## src/hw/rtl/ping_pong_capture_block_queue_defines.svh

```systemverilog
// Assertion macros shared by the ping-pong capture block queue RTL.
// No dependencies; included by the files that carry concurrent checks.
`ifndef PING_PONG_CAPTURE_BLOCK_QUEUE_DEFINES_SVH
`define PING_PONG_CAPTURE_BLOCK_QUEUE_DEFINES_SVH
`ifndef SYNTHESIS
// Check a property on every clock edge outside reset.
`define PPCBQ_ASSERT(lbl, clk, rst, prop) \
  lbl: assert property (@(posedge clk) disable iff (rst) (prop)) \
    else $error("check failed in %m");
// Check that a condition leads to a consequence in the next cycle.
`define PPCBQ_ASSERT_NEXT(lbl, clk, rst, ante, cons) \
  lbl: assert property (@(posedge clk) disable iff (rst) (ante) |=> (cons)) \
    else $error("check failed in %m");
`else
`define PPCBQ_ASSERT(lbl, clk, rst, prop)
`define PPCBQ_ASSERT_NEXT(lbl, clk, rst, ante, cons)
`endif
`endif

```

## src/hw/rtl/ppcbq_pkg.sv

```systemverilog
// Shared types and constants for the ping-pong capture block queue.
// No dependencies; used by ppcbq_ctrl, ppcbq_dp and the top level.
`default_nettype none

package ppcbq_pkg;

  localparam int KIND_W   = 2;
  localparam int SAMPLE_W = 16;
  localparam int CNT_W    = 32;
  localparam int LEVEL_W  = 5;

  // Input item kinds
  localparam logic [KIND_W-1:0] KIND_SAMPLE = 2'd0;
  localparam logic [KIND_W-1:0] KIND_POP    = 2'd1;
  localparam logic [KIND_W-1:0] KIND_CLEAR  = 2'd2;

  // Commands from the controller to the datapath
  typedef struct packed {
    logic take_sample;
    logic take_pop;
    logic take_clear;
    logic copy_run;
    logic pop_run;
    logic empty_run;
  } cmd_t;

  // Status from the datapath to the controller
  typedef struct packed {
    logic enq_hit;
    logic queue_empty;
    logic copy_done;
    logic pop_done;
    logic out_free;
  } status_t;

endpackage

`default_nettype wire

```

## src/hw/rtl/ping_pong_capture_block_queue.sv

```systemverilog
// A sample, clear or unused kind is taken while idle; a sample that queues a block
// then runs a copy sweep through the ring read port into the block store.
// A pop holds the input through a sweep with one block-store read per result,
// paced by the output; a pop from an empty queue returns a single empty result.
// Items are taken one at a time. Reset clears positions, queue and counters.
`default_nettype none

module ping_pong_capture_block_queue #(
  parameter int BLOCK_SAMPLES = 32,
  parameter int QUEUE_DEPTH   = 4
) (
  input  wire logic                            clk,
  input  wire logic                            rst,
  input  wire logic                            in_valid,
  output logic                                 in_ready,
  input  wire logic [ppcbq_pkg::KIND_W-1:0]    kind,
  input  wire logic [ppcbq_pkg::SAMPLE_W-1:0]  sample,
  output logic                                 out_valid,
  input  wire logic                            out_ready,
  output logic                                 valid_res,
  output logic [ppcbq_pkg::SAMPLE_W-1:0]       sample_out,
  output logic [ppcbq_pkg::CNT_W-1:0]          block_seq,
  output logic                                 block_part,
  output logic                                 last,
  output logic [ppcbq_pkg::CNT_W-1:0]          half_events,
  output logic [ppcbq_pkg::CNT_W-1:0]          full_events,
  output logic [ppcbq_pkg::CNT_W-1:0]          dropped_blocks,
  output logic [ppcbq_pkg::CNT_W-1:0]          frame_seq,
  output logic [ppcbq_pkg::LEVEL_W-1:0]        queue_level
);

  ppcbq_pkg::cmd_t    cmd;
  ppcbq_pkg::status_t status;

  ppcbq_ctrl u_ctrl (
    .clk      (clk),
    .rst      (rst),
    .in_valid (in_valid),
    .in_ready (in_ready),
    .kind     (kind),
    .status   (status),
    .cmd      (cmd)
  );

  ppcbq_dp #(
    .BLOCK_SAMPLES (BLOCK_SAMPLES),
    .QUEUE_DEPTH   (QUEUE_DEPTH)
  ) u_dp (
    .clk            (clk),
    .rst            (rst),
    .cmd            (cmd),
    .status         (status),
    .sample         (sample),
    .out_valid      (out_valid),
    .out_ready      (out_ready),
    .valid_res      (valid_res),
    .sample_out     (sample_out),
    .block_seq      (block_seq),
    .block_part     (block_part),
    .last           (last),
    .half_events    (half_events),
    .full_events    (full_events),
    .dropped_blocks (dropped_blocks),
    .frame_seq      (frame_seq),
    .queue_level    (queue_level)
  );

endmodule

`default_nettype wire

```

## src/hw/rtl/ppcbq_ctrl.sv

```systemverilog
// Controller state machine for the ping-pong capture block queue.
// Depends on ppcbq_pkg for kind codes and the command/status structs.
`default_nettype none

module ppcbq_ctrl (
  input  wire logic                          clk,
  input  wire logic                          rst,
  input  wire logic                          in_valid,
  output logic                               in_ready,
  input  wire logic [ppcbq_pkg::KIND_W-1:0]  kind,
  input  wire ppcbq_pkg::status_t            status,
  output ppcbq_pkg::cmd_t                    cmd
);

  typedef enum logic [3:0] {
    ST_IDLE  = 4'b0001,
    ST_COPY  = 4'b0010,
    ST_POP   = 4'b0100,
    ST_EMPTY = 4'b1000
  } state_t;

  state_t state;
  state_t state_next;
  logic   take;

  assign in_ready = (state == ST_IDLE);
  assign take     = in_valid && in_ready;

  // Decode commands for the datapath
  always_comb begin
    cmd.take_sample = take && (kind == ppcbq_pkg::KIND_SAMPLE);
    cmd.take_pop    = take && (kind == ppcbq_pkg::KIND_POP);
    cmd.take_clear  = take && (kind == ppcbq_pkg::KIND_CLEAR);
    cmd.copy_run    = (state == ST_COPY);
    cmd.pop_run     = (state == ST_POP);
    cmd.empty_run   = (state == ST_EMPTY);
  end

  // Advance the state on accepted transfers, finished sweeps and loaded empty results
  always_comb begin
    state_next = state;
    case (state)
      ST_IDLE: begin
        if (cmd.take_sample && status.enq_hit) begin
          state_next = ST_COPY;
        end else if (cmd.take_pop) begin
          state_next = status.queue_empty ? ST_EMPTY : ST_POP;
        end
      end
      ST_COPY: begin
        if (status.copy_done) state_next = ST_IDLE;
      end
      ST_POP: begin
        if (status.pop_done) state_next = ST_IDLE;
      end
      ST_EMPTY: begin
        if (status.out_free) state_next = ST_IDLE;
      end
      default: state_next = ST_IDLE;
    endcase
  end

  always_ff @(posedge clk) begin
    if (rst) begin
      state <= ST_IDLE;
    end else begin
      state <= state_next;
    end
  end

endmodule

`default_nettype wire

```

## src/hw/rtl/ppcbq_dp.sv

```systemverilog
// Datapath for the ping-pong capture block queue: capture ring, block store,
// queue bookkeeping, event counters and the output register. Uses ppcbq_pkg.
`default_nettype none
`include "ping_pong_capture_block_queue_defines.svh"

module ppcbq_dp #(
  parameter int BLOCK_SAMPLES = 32,
  parameter int QUEUE_DEPTH   = 4
) (
  input  wire logic                            clk,
  input  wire logic                            rst,
  input  wire ppcbq_pkg::cmd_t                 cmd,
  output ppcbq_pkg::status_t                   status,
  input  wire logic [ppcbq_pkg::SAMPLE_W-1:0]  sample,
  output logic                                 out_valid,
  input  wire logic                            out_ready,
  output logic                                 valid_res,
  output logic [ppcbq_pkg::SAMPLE_W-1:0]       sample_out,
  output logic [ppcbq_pkg::CNT_W-1:0]          block_seq,
  output logic                                 block_part,
  output logic                                 last,
  output logic [ppcbq_pkg::CNT_W-1:0]          half_events,
  output logic [ppcbq_pkg::CNT_W-1:0]          full_events,
  output logic [ppcbq_pkg::CNT_W-1:0]          dropped_blocks,
  output logic [ppcbq_pkg::CNT_W-1:0]          frame_seq,
  output logic [ppcbq_pkg::LEVEL_W-1:0]        queue_level
);

  localparam int RING      = 2 * BLOCK_SAMPLES;
  localparam int RAW       = $clog2(RING);
  localparam int BLK_DEPTH = QUEUE_DEPTH * BLOCK_SAMPLES;
  localparam int BAW       = (BLK_DEPTH > 1) ? $clog2(BLK_DEPTH) : 1;
  localparam int QW        = (QUEUE_DEPTH > 1) ? $clog2(QUEUE_DEPTH) : 1;
  localparam int HW        = $clog2(QUEUE_DEPTH + 1);
  localparam int KW        = $clog2(BLOCK_SAMPLES + 1);
  localparam int SW        = ppcbq_pkg::SAMPLE_W;
  localparam int CW        = ppcbq_pkg::CNT_W;
  localparam int LW        = ppcbq_pkg::LEVEL_W;

  // Storage
  logic [SW-1:0] ring_mem  [RING];
  logic [SW-1:0] blk_mem   [BLK_DEPTH];
  logic [CW-1:0] slot_seq  [QUEUE_DEPTH];
  logic          slot_part [QUEUE_DEPTH];

  // Control registers
  logic [RAW-1:0] pos;
  logic [QW-1:0]  head;
  logic [QW-1:0]  tail;
  logic [HW-1:0]  held;
  logic [CW-1:0]  half_cnt;
  logic [CW-1:0]  full_cnt;
  logic [CW-1:0]  drop_cnt;
  logic [CW-1:0]  seq_cnt;
  logic [CW-1:0]  frame_cnt;
  logic [KW-1:0]  k;
  logic           wr_pend;
  logic           rd_pend;
  logic           rd_pend_next;

  // Payload registers
  logic [QW-1:0]  cur_slot;
  logic [CW-1:0]  cur_seq;
  logic           cur_part;
  logic           copy_part;
  logic [SW-1:0]  ring_rd;
  logic [BAW-1:0] wr_addr;
  logic [SW-1:0]  blk_rd;
  logic           rd_last;

  // Combinational helpers
  logic [RAW:0]   pos_inc;
  logic           hit_half;
  logic           hit_full;
  logic           hit_any;
  logic           q_full;
  logic [QW-1:0]  head_inc;
  logic [QW-1:0]  tail_inc;
  logic           k_lt;
  logic [RAW-1:0] ring_raddr;
  logic [BAW-1:0] blk_addr;
  logic           cp_issue;
  logic           pp_issue;
  logic           load;
  logic           out_free;
  logic           empty_load;

  // Ring position and half completion
  assign pos_inc  = (RAW+1)'(pos) + (RAW+1)'(1);
  assign hit_half = (pos_inc == (RAW+1)'(BLOCK_SAMPLES));
  assign hit_full = (pos_inc == (RAW+1)'(RING));
  assign hit_any  = hit_half || hit_full;
  assign q_full   = (held == HW'(QUEUE_DEPTH));

  assign head_inc = (head == QW'(QUEUE_DEPTH - 1)) ? '0 : head + QW'(1);
  assign tail_inc = (tail == QW'(QUEUE_DEPTH - 1)) ? '0 : tail + QW'(1);

  // Sweep addressing shared by copy and pop
  assign k_lt       = (k != KW'(BLOCK_SAMPLES));
  assign ring_raddr = (copy_part ? RAW'(BLOCK_SAMPLES) : RAW'(0)) + RAW'(k);
  assign blk_addr   = BAW'(cur_slot) * BAW'(BLOCK_SAMPLES) + BAW'(k);

  // Issue reads; pop reads only when the fetched word has a place to go
  assign out_free     = !out_valid || out_ready;
  assign load         = rd_pend && out_free;
  assign cp_issue     = cmd.copy_run && k_lt;
  assign pp_issue     = cmd.pop_run && k_lt && (!rd_pend || load);
  assign rd_pend_next = pp_issue || (rd_pend && !load);
  assign empty_load   = cmd.empty_run && out_free;

  always_comb begin
    status.enq_hit     = hit_any && !q_full;
    status.queue_empty = (held == '0);
    status.copy_done   = cmd.copy_run && !k_lt;
    status.pop_done    = cmd.pop_run && !k_lt && !rd_pend;
    status.out_free    = out_free;
  end

  // Queue bookkeeping, counters and sweep control
  always_ff @(posedge clk) begin
    if (rst) begin
      pos       <= '0;
      head      <= '0;
      tail      <= '0;
      held      <= '0;
      half_cnt  <= '0;
      full_cnt  <= '0;
      drop_cnt  <= '0;
      seq_cnt   <= '0;
      frame_cnt <= '0;
      k         <= '0;
      wr_pend   <= 1'b0;
      rd_pend   <= 1'b0;
      out_valid <= 1'b0;
    end else begin
      if (cmd.take_sample) begin
        pos <= hit_full ? '0 : pos_inc[RAW-1:0];
        if (hit_half) half_cnt <= half_cnt + CW'(1);
        if (hit_full) begin
          full_cnt  <= full_cnt + CW'(1);
          frame_cnt <= frame_cnt + CW'(1);
        end
        if (hit_any) begin
          if (q_full) begin
            drop_cnt <= drop_cnt + CW'(1);
          end else begin
            seq_cnt <= seq_cnt + CW'(1);
            head    <= head_inc;
            held    <= held + HW'(1);
          end
        end
      end
      if (cmd.take_clear) begin
        half_cnt <= '0;
        full_cnt <= '0;
        drop_cnt <= '0;
      end
      if (cmd.take_pop && held != '0) begin
        tail <= tail_inc;
        held <= held - HW'(1);
      end
      if (cmd.take_sample || cmd.take_pop) begin
        k <= '0;
      end else if (cp_issue || pp_issue) begin
        k <= k + KW'(1);
      end
      wr_pend <= cp_issue;
      rd_pend <= rd_pend_next;
      if (load || empty_load) begin
        out_valid <= 1'b1;
      end else if (out_ready) begin
        out_valid <= 1'b0;
      end
    end
  end

  // Slot tags and sweep payload
  always_ff @(posedge clk) begin
    if (cmd.take_sample && hit_any && !q_full) begin
      slot_seq[head]  <= seq_cnt + CW'(1);
      slot_part[head] <= hit_full;
      cur_slot        <= head;
      copy_part       <= hit_full;
    end
    if (cmd.take_pop) begin
      cur_slot <= tail;
      cur_seq  <= slot_seq[tail];
      cur_part <= slot_part[tail];
    end
  end

  // Capture ring: write on sample transfer, read during the copy sweep
  always_ff @(posedge clk) begin
    if (cmd.take_sample) begin
      ring_mem[pos] <= sample;
    end
    if (cp_issue) begin
      ring_rd <= ring_mem[ring_raddr];
      wr_addr <= blk_addr;
    end
  end

  // Block store: written in the cycle after each ring read, read during pop
  always_ff @(posedge clk) begin
    if (wr_pend) begin
      blk_mem[wr_addr] <= ring_rd;
    end
    if (pp_issue) begin
      blk_rd  <= blk_mem[blk_addr];
      rd_last <= (k == KW'(BLOCK_SAMPLES - 1));
    end
  end

  // Output register
  always_ff @(posedge clk) begin
    if (load) begin
      valid_res      <= 1'b1;
      sample_out     <= blk_rd;
      block_seq      <= cur_seq;
      block_part     <= cur_part;
      last           <= rd_last;
      half_events    <= half_cnt;
      full_events    <= full_cnt;
      dropped_blocks <= drop_cnt;
      frame_seq      <= frame_cnt;
      queue_level    <= LW'(held);
    end else if (empty_load) begin
      valid_res      <= 1'b0;
      sample_out     <= '0;
      block_seq      <= '0;
      block_part     <= 1'b0;
      last           <= 1'b1;
      half_events    <= half_cnt;
      full_events    <= full_cnt;
      dropped_blocks <= drop_cnt;
      frame_seq      <= frame_cnt;
      queue_level    <= '0;
    end
  end

  // Queue never holds more blocks than it has slots
  `PPCBQ_ASSERT(a_held_range, clk, rst, held <= HW'(QUEUE_DEPTH))
  // Copy writes and pop reads of the block store never overlap
  `PPCBQ_ASSERT(a_sweep_excl, clk, rst, !(wr_pend && rd_pend))
  // A pop from a non-empty queue releases exactly one block
  `PPCBQ_ASSERT_NEXT(a_pop_level, clk, rst, cmd.take_pop && !status.queue_empty, (held + HW'(1)) == $past(held))
  // The last word of a block is loaded only once the sweep has ended
  `PPCBQ_ASSERT(a_last_end, clk, rst, !(load && rd_last) || (k == KW'(BLOCK_SAMPLES)))

endmodule

`default_nettype wire

```

## config.mk

```make
export PLATFORM = sky130hd
export DESIGN_NAME = ping_pong_capture_block_queue
export DESIGN_NICKNAME = d
export VERILOG_FILES = /design/src/hw/rtl/ppcbq_pkg.sv /design/src/hw/rtl/ping_pong_capture_block_queue.sv /design/src/hw/rtl/ppcbq_ctrl.sv /design/src/hw/rtl/ppcbq_dp.sv
export VERILOG_INCLUDE_DIRS = /design/src /design/src/hw/rtl
export SDC_FILE = /design/constraint.sdc
export NUM_CORES = 2
export LEC_CHECK = 0
export BUFFER_PORTS_ARGS = -buffer_cell sky130_fd_sc_hd__buf_2
export CORE_MARGIN = 1.5
export CORE_UTILIZATION = 50
export DETAILED_ROUTE_END_ITERATION = 10
export GPL_ROUTABILITY_DRIVEN = 0
export PLACE_DENSITY = 0.64
export SYNTH_ARGS = -nofsm -noshare
export SYNTH_HDL_FRONTEND = slang
export SYNTH_SLANG_ARGS = --single-unit
export TNS_END_PERCENT = 20
```

## constraint.sdc

```tcl
create_clock -name clk -period 13.05 [get_ports clk]
set_clock_uncertainty 0.1 [all_clocks]
set_input_delay 1.305 -clock clk [delete_from_list [all_inputs] [get_ports clk]]
set_output_delay 1.305 -clock clk [all_outputs]
set_load 0.05 [all_outputs]
```

Word level (Yosys, flattened, before mapping)
Memories as Yosys holds them, arrays and structs flattened. A register that Yosys moved wholly into a read port is not among the register bits.
Index checks and enable logic that the tools add are counted.
{"block": "totals", "ff_bits": 379, "latchBits": 0, "mem_bits_rw": 3204, "mem_bits_ro": 0, "inputBits": 22, "out_inout_bits": 186, "word_cells": 153, "mem_count": 4}
{"name": "u_dp.blk_mem", "depth": 128, "width": 16, "read_ports": 1, "rd_ports_with_merged_regs": 1, "wr": 1, "line_no": "ppcbq_dp.sv:42", "text": "logic [SW-1:0] blk_mem [BLK_DEPTH];"}
{"name": "u_dp.ring_mem", "depth": 64, "width": 16, "read_ports": 1, "rd_ports_with_merged_regs": 1, "wr": 1, "line_no": "ppcbq_dp.sv:41", "text": "logic [SW-1:0] ring_mem [RING];"}
{"name": "u_dp.slot_seq", "depth": 4, "width": 32, "read_ports": 1, "rd_ports_with_merged_regs": 1, "wr": 1, "line_no": "ppcbq_dp.sv:43", "text": "logic [CW-1:0] slot_seq [QUEUE_DEPTH];"}
{"name": "u_dp.slot_part", "depth": 4, "width": 1, "read_ports": 1, "rd_ports_with_merged_regs": 1, "wr": 1, "line_no": "ppcbq_dp.sv:44", "text": "logic slot_part [QUEUE_DEPTH];"}
{"block": "op_classes", "n_addsub": 13, "multipliers": 0, "div_mod_pow": 0, "order_cmp": 0, "n_eq_ne": 18, "shift": 0, "n_mux": 43, "bitwise_logic": 1, "reduce_logical": 46}
{"operator": "32-bit 2-to-1 mux", "count": 10}
{"operator": "32-bit by 1-bit adder with 32-bit output, second input constant", "count": 5}
{"operator": "16-bit 2-to-1 mux", "count": 2}
{"operator": "4-bit 2-to-1 mux", "count": 6}
{"operator": "1-bit logical AND", "count": 18}
{"operator": "3-bit 2-to-1 mux", "count": 6}
{"operator": "4-bit case mux with 4 select lines", "count": 1}
{"operator": "1-bit 2-to-1 mux", "count": 12}
{"operator": "6-bit 2-to-1 mux", "count": 2}
{"operator": "2-bit nonzero test", "count": 5}
{"operator": "3-bit AND reduction", "count": 3}
{"operator": "2-bit 2-to-1 mux", "count": 4}
{"operator": "2-bit != test, second input constant", "count": 4}
{"operator": "6-bit by 1-bit adder with 7-bit output, second input constant", "count": 1}
{"operator": "7-bit by 6-bit adder with 7-bit output", "count": 1}
{"operator": "7-bit by 6-bit == test with 1-bit output, second input constant", "count": 1}
{"operator": "7-bit == test, second input constant", "count": 1}
{"operator": "1-bit logical OR", "count": 7}
{"operator": "6-bit by 1-bit adder with 6-bit output, second input constant", "count": 1}
{"operator": "6-bit adder", "count": 1}
{"operator": "2-bit == test, second input constant", "count": 3}
{"operator": "6-bit by 5-bit == test with 1-bit output, second input constant", "count": 1}
{"operator": "6-bit != test, second input constant", "count": 1}
{"operator": "1-bit zero test", "count": 5}
{"operator": "17 further kinds", "count": 20}

Logic depth before layout (Yosys ltp)
{"block": "logic_depth", "depth_word": 7, "depth_mapped": 16, "mapped_depth_nobuf": 10}

Cells and area by module
From an unflattened synthesis, not the netlist that was laid out.
{"block": "unflattened", "hier_cells": 6670, "hier_area_um2": 139875.4}
{"mod": "ppcbq_dp", "n_inst": 1, "cells_each": 6640, "area_each_um2": 139603.9}
{"mod": "ppcbq_ctrl", "n_inst": 1, "cells_each": 30, "area_each_um2": 271.5}

Worst setup path after synthesis
Ideal clock, no wire load.
{"block": "synth_timing", "path_kind": "input port to flip-flop", "start": "input out_ready", "end": "register u_dp.block_part, enable pin", "arrival_time_ns": 8.880, "slack_ns": 3.345, "cell_stages": 2, "path_buffers": 0, "path_cell_list": "nor2b_1 > nor2_1"}
{"block": "synth_via", "elab_chain_cells": 3}
{"item": "start, declared", "line_no": "ping_pong_capture_block_queue.sv:19", "text": "input wire logic out_ready,"}
{"item": "1-bit logical OR *", "line_no": "ppcbq_dp.sv:104", "text": "assign out_free = !out_valid || out_ready;"}
{"item": "1-bit logical AND, on equally long branches", "line_no": "ppcbq_dp.sv:109, ppcbq_dp.sv:105"}
{"item": "2-bit nonzero test (no source line) *"}
{"item": "end signal, assigned", "line_no": "ppcbq_dp.sv:220", "text": "block_part <= cur_part;"}
{"item": "end, declared", "line_no": "ppcbq_dp.sv:20", "text": "output logic block_part,"}
Every way passes the cells marked *; elsewhere a longest branch is shown, timed or not.
A chain may end at the register's enable or synchronous reset.

Final worst setup path
{"block": "layout_timing", "start": "register u_dp.k[0]", "end": "register u_dp.blk_rd[4] (read register of u_dp.blk_mem) (data pin)"}
{"block": "layout_via", "elab_chain_cells": 3}
{"item": "start, declared", "line_no": "ppcbq_dp.sv:56", "text": "logic [KW-1:0] k;"}
{"item": "start signal, assigned", "line_no": "ppcbq_dp.sv:165", "text": "k <= k + KW'(1);"}
{"item": "parallel branches: the longest is 3 deep, another holds 7-bit by 6-bit adder with 7-bit output"}
{"item": "end, declared", "line_no": "ppcbq_dp.sv:68", "text": "logic [SW-1:0] blk_rd;"}
Several ways; the timed one is not identified.

==> results.md <==
- Most used DFF post-synth: edfxtp_1
- Worst hold stages: 0
- Final worst setup slack: 7.74 ns
- Later-pin clock latency in the skew report: 0.89 ns
- Std cell rows: 193
- Routed via count: 71.4k
- Yosys warns: 0
- Non-filler cells, final: 11.3k
- Hold path start: u_dp.frame_cnt[31]
- Grt ovf: 0
- Placed inst area: 147,000 µm²
- Vias in the first global route: 69.6k
- Tmin final: 5.31 ns
- Layout area overhead: 13.3%
- TritonRoute pass-1 iters: 6
- Relative slew slack: -11.5%
- Total Wirelength: 362,000 µm
- Reg2reg path depth: 7
- Critical Path AT: 5.84 ns
- Die Y: 532 µm
- Clk sink count: 3,648
- WL per Instance: 32.0 µm
- Worst path most repeated cell: o21ai_0
- Post-synth EDFFs: 3,461
- Slew @ Worst Pin: 1.65 ns
- CP max stage delay: 1.17 ns
- Drt first-iter violations: 9,722
- Post-route antenna net violation count: 0
- Final setup TNS: 0 ns
- Die area: 283,000 µm²
- All-layer global routing usage: 25.4%
- Worst Hold Path EP: u_dp.frame_seq[31]
- Root buffer cell: clkbuf_16
- Ys async rst share: 0%
- Post-synth top cells: 3,461 x edfxtp_1, 838 x mux4_2, 391 x nor2_1, 239 x nand2_1, 187 x dfxtp_1
- Initial Utilization: 50.4%
- Count leader, synth: edfxtp_1
- Critical R2R Launch: u_dp.k[0]
- Critical-path maximum fanout: 87
- Power Density: 145 nW/µm²
- CP endpoint kind: flip-flop
- F_max: 188 MHz
- Max capacitance violation total: 1
- I/O Pins: 208
- Post-CTS Resized: 0
- HP Class: flip-flop to flip-flop
- Layout cells sized above 1: 26.2%
- Syn Area/Cell: 20.7 µm²
- Drc violations: 0
- Max IR drop VDD: 0.112 mV
- Die W: 532 µm
- DPL Wire Length: 210,000 µm
- Dpl cells: 10.6k
- CTS tree: yes
- H-tree depth: 5
- Cell area after layout: 158,000 µm²
- Initial antenna violation count: 39
- Place WS: 7.74 ns
- Clock transition at path regs: 0.06 ns
- Pin count of the biggest net entering global routing: 145
- Startpoint Class: flip-flop
- Slew Viols, Final: 2
- Port Buf Inserts: 205
- #FFs+latches synth: 3,648
- Post-CTS setup buffers: 0
- Worst EP required: 13.58 ns
- Cts bufs inserted: 366
- Top post-synthesis cells by area: edfxtp_1 74%, mux4_2 13%, dfxtp_1 2.7%
- Core Box Area: 277,000 µm²
- Count of cell types in the netlist: 82
- Status: finished with violations
- RR Endpoint: u_dp.blk_rd[4]
- Via/cell ratio: 6.32
- First-pass GRT wire length: 515,000 µm
- Post-synth top area cell: edfxtp_1
- Post-Syn Area: 140,000 µm²
- Mapped Cells: 6,751
- Reg-to-reg slack, setup: 7.74 ns
- Number of hold buffers added after cts: 0
- Clk buf depth: 4
- Lkg Pwr: 49.6 nW
- Synth top area share: 74.3%
- Core Util, Final: 57.2%
- Worst-path cell chain: buf_12, buf_4, mux4_2, a2111oi_0, o21ai_0, nand3_1, o21ai_0
- Post-synthesis sequential area ratio: 77.0%
- Final setup vio count: 0
- Failing checks: capacitance limit, slew limit
- Period utilisation layout: 40.7%
- CP max-delay cell: a2111oi_0
- Final nets: 7,325
- Critical path class: flip-flop to flip-flop
- Final hold viol count: 0
- RSZ-0062 raised after global routing: false
==> sequential cells by signal, summed over array words and instances (netlist names), 4 cells and up <==
name	flops
u_dp.seq_cnt	32
u_dp.sample_out	16
u_dp.half_cnt	32
u_dp.wr_addr	7
u_dp.full_cnt	32
u_ctrl.state	4
u_dp.cur_seq	32
u_dp.k	6
u_dp.full_events	32
u_dp.half_events	32
u_dp.slot_seq	128
u_dp.frame_cnt	32
u_dp.drop_cnt	32
u_dp.ring_rd	16
u_dp.block_seq	32
u_dp.blk_mem	2048
u_dp.ring_mem	1024
u_dp.pos	6
u_dp.dropped_blocks	32
u_dp.blk_rd	16
u_dp.slot_part	4
u_dp.frame_seq	32
==> worst max-delay path, delay by kind of cell (launching register included) <==
family,cells,cell delay (ns)
AO/OA/AOI/OAI,3,1.90
buffers and inverters,2,1.20
flip-flops,1,0.77
multiplexers,1,0.60
AND/OR/NAND/NOR,1,0.25
==> metrics by stage <==
stage / total power, W / hold WS (ns)
2_1_floorplan: 0.0130 / 0.306
3_3_place_gp: 0.0130 / 0.333
3_5_place_dp: 0.0130 / 0.334
4_1_cts: 0.0232 / 0.348
5_1_grt: 0.0236 / 0.358
6_report: 0.0231 / 0.350
==> metal layers <==
layer	up-vias	global-route usage [%]	share of wire, %
met5	-	0	0.043
li1	28900	-	-
met4	24	6.56	2.6
met2	4028	38.0	46
met3	580	5.87	11
met1	37800	37.8	40
==> cells in the final DEF, fill, tap and decap left out, types with 32 or more instances in the layout <==
master / count
clkinv_1: 75
clkbuf_1: 76
clkinv_2: 70
dfxtp_1: 180
nor2_1: 341
nand3_1: 89
and3_1: 84
nor2_2: 49
edfxtp_1: 3461
xnor2_1: 109
o21ai_0: 67
nor3_1: 59
nand2_1: 239
buf_4: 312
mux2i_1: 169
a211oi_1: 32
xor2_1: 54
or3_1: 38
o22ai_1: 44
clkbuf_16: 375
inv_1: 35
buf_2: 204
nand4_1: 43
mux4_2: 838
a21oi_1: 91
==> layout make-up <==
cell class	count	area, µm²
well taps	3705	4640
diodes	20	50.0
inverters	38	158
fillers	20300	119000
repair buffers	526	3560
multi-input cells	2708	30700
flip-flops and latches	3648	108000
clock buffers	459	9780
clock inverters	203	1860
==> cell families after synthesis <==
kind of cell             Yosys count  share of synthesized area (%)
XOR/XNOR                         166                           1.04
flip-flops                      3648                           77.0
adder cells (fa/ha/maj)           15                          0.140
multiplexers                    1018                           14.8
buffers and inverters            396                           1.21
other                              1                        0.00268
AND/OR/NAND/NOR                 1093                           3.79
AO/OA/AOI/OAI                    414                           2.03
==> worst max path at each step <==
stage | from | endpoint | depth (start not counted)
after global routing | u_dp.k[0] | u_dp.blk_rd[15] | 9
final | u_dp.k[0] | u_dp.blk_rd[4] | 7
after CTS | u_dp.k[0] | u_dp.blk_rd[4] | 7
after floorplan | out_ready | u_dp.block_part | 2
after global placement | u_dp.k[0] | u_dp.blk_rd[4] | 7
after detailed placement | u_dp.k[0] | u_dp.blk_rd[4] | 7
==> power by group <==
| part | internal [W] | total (W) | switching, W |
|---|---|---|---|
| Clock | 0.00591 | 0.0103 | 0.00436 |
| Sequential | 0.0127 | 0.0127 | 0.00000288 |
| Combinational | 0.0000153 | 0.000115 | 0.0000995 |
Power figures use the tool's default switching activity.
